--- src/srp_pkg.sv ---
`timescale 1ns / 1ps
package srp_pkg;

  localparam int SHELF_COUNT = 64;
  localparam int IDX_W       = $clog2(SHELF_COUNT);
  localparam int CNT_W       = $clog2(SHELF_COUNT + 1);
  localparam int DIM_W       = 15;
  localparam int SUM_W       = DIM_W + 1;
  localparam int SHELF_OUT_W = 6;
  localparam int CFG_IDX_W   = 1;
  localparam int IN_DATA_W   = 32;
  localparam int OUT_DATA_W  = 56;

  localparam logic [DIM_W-1:0] COUNT_MAX   = '1;
  localparam logic [DIM_W-1:0] ATLAS_RESET = DIM_W'(1024);

  localparam logic ACT_ALLOC = 1'b0;
  localparam logic ACT_CLEAR = 1'b1;

  localparam logic [CFG_IDX_W-1:0] CFG_ATLAS_W = 1'b0;
  localparam logic [CFG_IDX_W-1:0] CFG_ATLAS_H = 1'b1;

  typedef enum logic [1:0] {
    ST_EXISTING = 2'd0,
    ST_NEW      = 2'd1,
    ST_NO_ROOM  = 2'd2,
    ST_CLEARED  = 2'd3
  } status_e;

  typedef enum logic [1:0] {
    S_IDLE,
    S_SCAN,
    S_DECIDE
  } state_e;

  typedef struct packed {
    logic [DIM_W-1:0] used_w;
    logic [DIM_W-1:0] height;
    logic [DIM_W-1:0] count;
  } shelf_t;

  typedef struct packed {
    logic start;
    logic eval;
  } scan_ctrl_t;

  typedef struct packed {
    logic             found;
    logic [IDX_W-1:0] idx;
    logic [DIM_W-1:0] used_w;
    logic [DIM_W-1:0] height;
    logic [DIM_W-1:0] count;
    logic [DIM_W-1:0] pos_y;
    logic [DIM_W-1:0] reserved;
  } scan_result_t;

endpackage

--- src/srp_shelf_mem.sv ---
`timescale 1ns / 1ps
module srp_shelf_mem (
  input  logic                  clk_i,
  input  logic                  wr_en_i,
  input  logic [srp_pkg::IDX_W-1:0] wr_addr_i,
  input  srp_pkg::shelf_t       wr_data_i,
  input  logic                  rd_en_i,
  input  logic [srp_pkg::IDX_W-1:0] rd_addr_i,
  output srp_pkg::shelf_t       rd_data_o
);
  import srp_pkg::*;

  shelf_t mem_q [SHELF_COUNT];
  shelf_t rd_data_q;

  always_ff @(posedge clk_i) begin
    if (wr_en_i) begin
      mem_q[wr_addr_i] <= wr_data_i;
    end
  end

  always_ff @(posedge clk_i) begin
    if (rd_en_i) begin
      rd_data_q <= mem_q[rd_addr_i];
    end
  end

  assign rd_data_o = rd_data_q;

endmodule

--- src/srp_scan_unit.sv ---
`timescale 1ns / 1ps
module srp_scan_unit (
  input  logic                      clk_i,
  input  logic                      rst_ni,
  input  srp_pkg::scan_ctrl_t       ctrl_i,
  input  srp_pkg::shelf_t           shelf_i,
  input  logic [srp_pkg::IDX_W-1:0] shelf_idx_i,
  input  logic [srp_pkg::DIM_W-1:0] atlas_w_i,
  input  logic [srp_pkg::DIM_W-1:0] item_w_i,
  input  logic [srp_pkg::DIM_W-1:0] item_h_i,
  output srp_pkg::scan_result_t     result_o
);
  import srp_pkg::*;

  scan_result_t res_q, res_d;
  logic [SUM_W-1:0] span;
  logic             fits;

  // one shelf per cycle while eval is set, through the shared add and compare
  assign span = {1'b0, item_w_i} + {1'b0, shelf_i.used_w};
  assign fits = (span <= {1'b0, atlas_w_i}) && (item_h_i <= shelf_i.height) &&
                (shelf_i.height > res_q.height);

  always_comb begin
    res_d = res_q;
    if (ctrl_i.start) begin
      res_d = '0;
    end else if (ctrl_i.eval) begin
      if (fits) begin
        res_d.found  = 1'b1;
        res_d.idx    = shelf_idx_i;
        res_d.used_w = shelf_i.used_w;
        res_d.height = shelf_i.height;
        res_d.count  = shelf_i.count;
        res_d.pos_y  = res_q.reserved;
      end
      // each shelf opens only below the atlas height then set, so this sum stays in range
      res_d.reserved = res_q.reserved + shelf_i.height;
    end
  end

  always_ff @(posedge clk_i or negedge rst_ni) begin
    if (!rst_ni) begin
      res_q <= '0;
    end else begin
      res_q <= res_d;
    end
  end

  assign result_o = res_q;

endmodule

--- src/shelf_rectangle_packer.sv ---
`timescale 1ns / 1ps
// allocate: a read of each open shelf, then the compare of the last one, a drain and a decide;
// the result word is registered out of the decide state, and the next word is taken as that
// result word is taken
// clear: result word ready the cycle after accept, next word taken as it goes out
// the rate is set by the single read port of the shelf table, one shelf a cycle
// reset clears the open shelf count, no table clearing pass; atlas size resets to 1024
module shelf_rectangle_packer (
  input  logic                           clk_i,
  input  logic                           rst_ni,
  input  logic                           s_axis_tvalid,
  output logic                           s_axis_tready,
  input  logic [srp_pkg::IN_DATA_W-1:0]  s_axis_tdata,  // item_width, item_height
  input  logic                           s_axis_tuser,  // action
  output logic                           m_axis_tvalid,
  input  logic                           m_axis_tready,
  output logic [srp_pkg::OUT_DATA_W-1:0] m_axis_tdata,  // shelf_index, slot_index, pos_x, pos_y
  output logic [1:0]                     m_axis_tuser,  // status
  input  logic                           cfg_valid_i,
  output logic                           cfg_ready_o,
  input  logic [srp_pkg::CFG_IDX_W-1:0]  cfg_index_i,
  input  logic [srp_pkg::DIM_W-1:0]      cfg_data_i
);
  import srp_pkg::*;

  state_e state_q, state_d;
  logic [DIM_W-1:0] atlas_w_q, atlas_h_q;
  logic [DIM_W-1:0] item_w_q, item_w_d, item_h_q, item_h_d;
  logic [CNT_W-1:0] open_q, open_d;
  logic [CNT_W-1:0] issue_q, issue_d;
  logic             rd_vld_q, rd_vld_d;
  logic [IDX_W-1:0] rd_idx_q, rd_idx_d;

  logic             out_vld_q, out_vld_d;
  status_e          out_status_q, out_status_d;
  logic [SHELF_OUT_W-1:0] out_shelf_q, out_shelf_d;
  logic [DIM_W-1:0] out_slot_q, out_slot_d, out_x_q, out_x_d, out_y_q, out_y_d;

  logic             in_acc, out_free;
  logic             rd_en, wr_en;
  logic [IDX_W-1:0] wr_addr;
  shelf_t           wr_data, rd_data;
  scan_ctrl_t       scan_ctrl;
  scan_result_t     scan_res;
  logic [SUM_W-1:0] new_top;

  srp_shelf_mem u_mem (
    .clk_i     (clk_i),
    .wr_en_i   (wr_en),
    .wr_addr_i (wr_addr),
    .wr_data_i (wr_data),
    .rd_en_i   (rd_en),
    .rd_addr_i (issue_q[IDX_W-1:0]),
    .rd_data_o (rd_data)
  );

  srp_scan_unit u_scan (
    .clk_i       (clk_i),
    .rst_ni      (rst_ni),
    .ctrl_i      (scan_ctrl),
    .shelf_i     (rd_data),
    .shelf_idx_i (rd_idx_q),
    .atlas_w_i   (atlas_w_q),
    .item_w_i    (item_w_q),
    .item_h_i    (item_h_q),
    .result_o    (scan_res)
  );

  assign out_free      = !out_vld_q || m_axis_tready;
  assign s_axis_tready = (state_q == S_IDLE) && out_free;
  assign in_acc        = s_axis_tvalid && s_axis_tready;
  assign new_top       = {1'b0, scan_res.reserved} + {1'b0, item_h_q};

  always_comb begin
    state_d      = state_q;
    item_w_d     = item_w_q;
    item_h_d     = item_h_q;
    open_d       = open_q;
    issue_d      = issue_q;
    rd_vld_d     = 1'b0;
    rd_idx_d     = rd_idx_q;
    rd_en        = 1'b0;
    wr_en        = 1'b0;
    wr_addr      = scan_res.idx;
    wr_data      = '0;
    scan_ctrl    = '0;
    out_vld_d    = out_vld_q && !m_axis_tready;
    out_status_d = out_status_q;
    out_shelf_d  = out_shelf_q;
    out_slot_d   = out_slot_q;
    out_x_d      = out_x_q;
    out_y_d      = out_y_q;

    case (state_q)
      S_IDLE: begin
        if (in_acc) begin
          item_w_d = s_axis_tdata[DIM_W-1:0];
          item_h_d = s_axis_tdata[2*DIM_W-1:DIM_W];
          if (s_axis_tuser == ACT_CLEAR) begin
            open_d       = '0;
            out_vld_d    = 1'b1;
            out_status_d = ST_CLEARED;
            out_shelf_d  = '0;
            out_slot_d   = '0;
            out_x_d      = '0;
            out_y_d      = '0;
          end else begin
            scan_ctrl.start = 1'b1;
            issue_d         = '0;
            state_d         = S_SCAN;
          end
        end
      end
      S_SCAN: begin
        // read of shelf n overlaps the compare of shelf n-1
        rd_en          = issue_q < open_q;
        scan_ctrl.eval = rd_vld_q;
        rd_vld_d       = rd_en;
        rd_idx_d       = issue_q[IDX_W-1:0];
        if (rd_en) begin
          issue_d = issue_q + CNT_W'(1);
        end else if (!rd_vld_q) begin
          state_d = S_DECIDE;
        end
      end
      S_DECIDE: begin
        out_vld_d   = 1'b1;
        out_shelf_d = '0;
        out_slot_d  = '0;
        out_x_d     = '0;
        out_y_d     = '0;
        state_d     = S_IDLE;
        if (scan_res.found) begin
          wr_en          = 1'b1;
          wr_data.used_w = scan_res.used_w + item_w_q;
          wr_data.height = scan_res.height;
          wr_data.count  = (scan_res.count < COUNT_MAX) ? scan_res.count + DIM_W'(1)
                                                         : scan_res.count;
          out_status_d   = ST_EXISTING;
          out_shelf_d    = SHELF_OUT_W'(scan_res.idx);
          out_slot_d     = scan_res.count;
          out_x_d        = scan_res.used_w;
          out_y_d        = scan_res.pos_y;
        end else if ((open_q < CNT_W'(SHELF_COUNT)) && (item_h_q != '0) &&
                     ({1'b0, atlas_h_q} > new_top)) begin
          wr_en          = 1'b1;
          wr_addr        = open_q[IDX_W-1:0];
          wr_data.used_w = item_w_q;
          wr_data.height = item_h_q;
          wr_data.count  = DIM_W'(1);
          open_d         = open_q + CNT_W'(1);
          out_status_d   = ST_NEW;
          out_shelf_d    = SHELF_OUT_W'(open_q);
          out_y_d        = scan_res.reserved;
        end else begin
          out_status_d = ST_NO_ROOM;
        end
      end
      default: begin
        state_d = S_IDLE;
      end
    endcase
  end

  always_ff @(posedge clk_i or negedge rst_ni) begin
    if (!rst_ni) begin
      state_q   <= S_IDLE;
      open_q    <= '0;
      issue_q   <= '0;
      rd_vld_q  <= 1'b0;
      out_vld_q <= 1'b0;
    end else begin
      state_q   <= state_d;
      open_q    <= open_d;
      issue_q   <= issue_d;
      rd_vld_q  <= rd_vld_d;
      out_vld_q <= out_vld_d;
    end
  end

  always_ff @(posedge clk_i) begin
    item_w_q     <= item_w_d;
    item_h_q     <= item_h_d;
    rd_idx_q     <= rd_idx_d;
    out_status_q <= out_status_d;
    out_shelf_q  <= out_shelf_d;
    out_slot_q   <= out_slot_d;
    out_x_q      <= out_x_d;
    out_y_q      <= out_y_d;
  end

  assign cfg_ready_o = 1'b1;

  always_ff @(posedge clk_i or negedge rst_ni) begin
    if (!rst_ni) begin
      atlas_w_q <= ATLAS_RESET;
      atlas_h_q <= ATLAS_RESET;
    end else if (cfg_valid_i) begin
      case (cfg_index_i)
        CFG_ATLAS_W: atlas_w_q <= cfg_data_i;
        CFG_ATLAS_H: atlas_h_q <= cfg_data_i;
        default: ;
      endcase
    end
  end

  assign m_axis_tvalid = out_vld_q;
  assign m_axis_tuser  = out_status_q;
  assign m_axis_tdata  = {5'b0, out_y_q, out_x_q, out_slot_q, out_shelf_q};

endmodule

--- config.mk ---
export PLATFORM = sky130hd
export DESIGN_NAME = shelf_rectangle_packer
export DESIGN_NICKNAME = d
export VERILOG_FILES = /design/src/srp_pkg.sv /design/src/srp_shelf_mem.sv /design/src/srp_scan_unit.sv /design/src/shelf_rectangle_packer.sv
export SDC_FILE = /design/constraint.sdc
export NUM_CORES = 2
export LEC_CHECK = 0
export BUFFER_PORTS_ARGS = -buffer_cell sky130_fd_sc_hd__buf_2
export CAP_MARGIN = 20
export CORE_MARGIN = 8
export CORE_UTILIZATION = 45
export DETAILED_ROUTE_END_ITERATION = 6
export REMOVE_ABC_BUFFERS = 1
export SETUP_SLACK_MARGIN = 0.05
export SLEW_MARGIN = 5
export SYNTH_ARGS = -nofsm -noshare
export SYNTH_HDL_FRONTEND = slang
export SYNTH_SLANG_ARGS = --single-unit
--- constraint.sdc ---
create_clock -name clk_i -period 9 [get_ports clk_i]
set_input_delay 0.45 -clock clk_i [delete_from_list [all_inputs] [get_ports clk_i]]
set_output_delay 0.45 -clock clk_i [all_outputs]
set_load 0.02 [all_outputs]
==> metrics.txt <==
outcome finished clean; Power Total 35.5 mW; peak clock frequency supported by timing 0.142 GHz; Routability Congestion 0.822; Detailed Routing Iterations Pass 1 5; Worst path slowest cell sky130_fd_sc_hd__buf_4; estimated wirelength of the detail-placed design 192,000 um; maximum single-stage delay on the critical path 0.74 ns; transition at the pin with the smallest max-transition slack 1.23 ns; overall global routing resource usage 22.0%; clock latency reported for the late side of the worst-skew pair 0.91 ns; Slew headroom 17.9%; Tcrit/Tclk final 78.0%; Post-Syn Area per Cell 22.5 sq um; worst path cell trace ha_1 -> a21o_1 -> a21oi_1 -> o21ai_0 -> a31oi_1 -> o21ai_1 -> a21o_1 -> a21oi_1 -> xor2_1 -> ha_1 -> o21ai_0 -> nand2b_1 -> a21oi_1 -> nor3_1 -> o311ai_0 -> a31oi_4 -> buf_4 -> a32oi_1 -> buf_4 -> nor2_4 -> buf_4; number of cells in the design after placement 9,122; Mapped Area 124,000 sq um; Clock H-tree levels 5; Port Buffer Count 106; Synthesis Warnings 0; most used flip-flop cell after synthesis sky130_fd_sc_hd__edfxtp_1; clock tree from TritonCTS built; number of nets in the finished design 6,098; share of the core filled with cells 51.9%; antenna violations before repair 20; Yosys cell types 66; combinational share of power 14.4%; root buffer cell sky130_fd_sc_hd__clkbuf_16; GRT Residual Overflow 0; kind of start point of the critical path register; worst r2r path cells 21; switching component of the power 8.83 mW; worst hold-check path type input port to register; postcts setup bufs 0; number of remaining DRC errors 0; Synth Instances 5,504; setup_tns 0 ns; power density over cell area 250 nW/um^2; clock slew at the register clock pins of the worst setup and hold paths 0.06 ns; cell count of the worst hold path 4; Max Transition Viols Final 0; maximum number of pins on one net before global-route repair 122; worst-case clock skew 0.110 ns; category of the most critical setup path register to register; arrival time worst endpoint 7.50 ns; clock net sink count 3,144; Routed WL 326,000 um; fraction of layout instances using a drive strength above 1 30.4%; smallest hold slack 0.0985 ns; height of the die 540 um; global-route wire length before repair 462,000 um; number of synthesized flops with an enable pin 3,014; clock network fraction of design power 38.8%; Core Box Area 274,000 sq um; number of DRC markers in iteration 0 7,139; Clock Path Buffers 4; total leakage power 44.5 nW; share of the yosys chip area belonging to registers 75.8%; full die area 292,000 sq um; worst endpoint required time 9.48 ns; count of boundary I/O pins 115; Die X 540 um; Final Hold Viols 0; post-synthesis async set-or-reset flop share 4.13%; relative contribution of sequential cells to total power 46.8%; Post-CTS Resized 0; maxcap violations 0; final cell count without fillers 9,766; via count of the first global-routing pass 60,200; flop and latch count out of synthesis 3,144; vias per std cell 6.09; initial core utilization 45.2%; maximum fanout count along the critical path 30; Power Internal 26.7 mW; number of placement rows 192; wire length per cell after detailed routing 33.4 um; number of nets with antenna violations after detailed routing 0; switching part of the total power 24.9%; Max rail drop VDD 164 uV; area growth from synthesis to final layout 14.7%; setup repair after global routing missed its margin false; final setup fails 0; vias after detailed routing 59,400; min cycle time layout 7.02 ns; number of buffers created by CTS 329; kind of capture point of the worst setup path register
[state kept, by name, indices dropped and copies added (netlist names), 7 cells and up]
name             flops
open_q               7
u_mem.mem_q       2880
atlas_w_q           15
atlas_h_q           15
u_scan.result_o     82
out_y_q             15
item_w_q            15
u_mem.rd_data_o     45
issue_q              7
out_x_q             15
item_h_q            15
out_slot_q          15
[power by group through the flow]
stage	combinational, mW	sequential, mW	clock [mW]
after floorplan	5.78	17.4	0
after global placement	5.13	16.9	0
after detailed placement	5.17	16.9	0
after CTS	5.20	16.6	14.0
after global routing	5.46	16.6	14.5
final	5.12	16.6	13.8
[worst max-delay path, delay by kind of cell (launching register included)]
| kind | cells | cell delay (ns) |
|---|---|---|
| DFF | 1 | 0.48 |
| adders and majority gates | 2 | 0.65 |
| xor gates and xnor gates | 1 | 0.10 |
| and+or+nand+nor | 3 | 0.97 |
| AOI/OAI and AO/OA | 12 | 2.96 |
| buffers and inverters | 3 | 1.47 |
[routing by layer]
layer  vias up  wire length (um)  track usage, %
met4         4              9020            5.74
met1     32400            137000            32.1
met2      2520            155000            34.9
met3       441             24800            3.65
met5         -                21               0
li1      24000                 -               -
[stage by stage]
stage / setup slack [ns] / cell area (sq um)
final: 1.98 / 142000
after global routing: 1.56 / 142000
after CTS: 1.99 / 142000
after detailed placement: 1.97 / 131000
after global placement: 1.92 / 130000
after floorplan: -21.45 / 123000
[final cells by class]
class,instances,area [sq um]
fillers,21100,132000
flip-flops and latches,3144,93800
inverters,119,447
diodes,5,12.5
clock inverters,192,2170
clock buffers,398,8710
multi-input cells,1973,29400
well taps,3589,4490
repair buffers,346,2960
[cell usage in the layout, fill, tap and decap left out, types with 17 or more instances in the layout]
cell                            instances
sky130_fd_sc_hd__a22o_1                24
sky130_fd_sc_hd__buf_2                105
sky130_fd_sc_hd__clkinv_2              59
sky130_fd_sc_hd__xor2_1                29
sky130_fd_sc_hd__nor3_1                19
sky130_fd_sc_hd__clkbuf_1              57
sky130_fd_sc_hd__nor2_4                75
sky130_fd_sc_hd__nand3_1               38
sky130_fd_sc_hd__o21ai_4               23
sky130_fd_sc_hd__o21ai_0               67
sky130_fd_sc_hd__dlygate4sd3_1         46
sky130_fd_sc_hd__inv_1                118
sky130_fd_sc_hd__bufinv_16             43
sky130_fd_sc_hd__dfrtp_1              121
sky130_fd_sc_hd__nand4_1               17
sky130_fd_sc_hd__mux2i_1               71
sky130_fd_sc_hd__buf_4                154
sky130_fd_sc_hd__nor2_1                60
sky130_fd_sc_hd__edfxtp_1            3014
sky130_fd_sc_hd__clkinv_1              61
sky130_fd_sc_hd__ha_1                 127
sky130_fd_sc_hd__mux4_2               945
sky130_fd_sc_hd__xnor2_1               31
sky130_fd_sc_hd__a21oi_1               49
sky130_fd_sc_hd__clkbuf_16            338
sky130_fd_sc_hd__buf_12                37
sky130_fd_sc_hd__and3_1                38
sky130_fd_sc_hd__a21o_1                38
sky130_fd_sc_hd__nand2_1              144
[cell families after synthesis]
group           share of synthesized area (%)
compound gates                           1.49
xor+xnor                                0.425
fa+ha+maj                                1.35
buf+inv                                  1.28
flops                                    75.8
mux                                      17.9
other cells                           0.00607
simple gates                             1.72
[path summary, 6_finish.rpt]
kind	from	endpoint	slack [ns]
max	item_h_q[1]	u_mem.mem_q[21][2]	1.98
min	cfg_index_i	atlas_w_q[10]	0.1
max reg2reg	item_h_q[1]	u_mem.mem_q[21][2]	1.98
min reg2reg	atlas_w_q[10]	atlas_w_q[10]	0.52
max in group asynchronous	rst_ni	u_scan.result_o[81]	7.19
min in group asynchronous	rst_ni	u_scan.result_o[61]	0.32
[synth_stat cells (11+ instances only)]
cell type	number	area, sq um
sky130_fd_sc_hd__nand4_1	17	106
sky130_fd_sc_hd__a21oi_1	51	255
sky130_fd_sc_hd__mux2_2	16	180
sky130_fd_sc_hd__a31oi_1	14	87.6
sky130_fd_sc_hd__o21a_1	12	90.1
sky130_fd_sc_hd__buf_2	59	295
sky130_fd_sc_hd__edfxtp_1	3014	90500
sky130_fd_sc_hd__a22o_1	26	228
sky130_fd_sc_hd__mux4_2	945	21300
sky130_fd_sc_hd__nand3_1	38	190
sky130_fd_sc_hd__nand2b_1	12	75.1
sky130_fd_sc_hd__mux2i_1	71	711
sky130_fd_sc_hd__clkbuf_1	197	739
sky130_fd_sc_hd__and3_1	38	238
sky130_fd_sc_hd__xor2_1	29	254
sky130_fd_sc_hd__nor2_1	137	514
sky130_fd_sc_hd__ha_1	127	1590
sky130_fd_sc_hd__or3_1	11	68.8
sky130_fd_sc_hd__o21ai_0	90	450
sky130_fd_sc_hd__nand2_1	146	548
sky130_fd_sc_hd__nor2b_1	14	87.6
sky130_fd_sc_hd__a21o_1	38	285
sky130_fd_sc_hd__dfrtp_1	128	3200
sky130_fd_sc_hd__nor3_1	20	100
sky130_fd_sc_hd__xnor2_1	31	272
sky130_fd_sc_hd__inv_1	119	447
[timing repair]
action	in CTS	in global routing
hold endpoints to repair	126	0
hold buffers	46	0
setup endpoints to repair	0	0
Power figures use the tool's default switching activity.
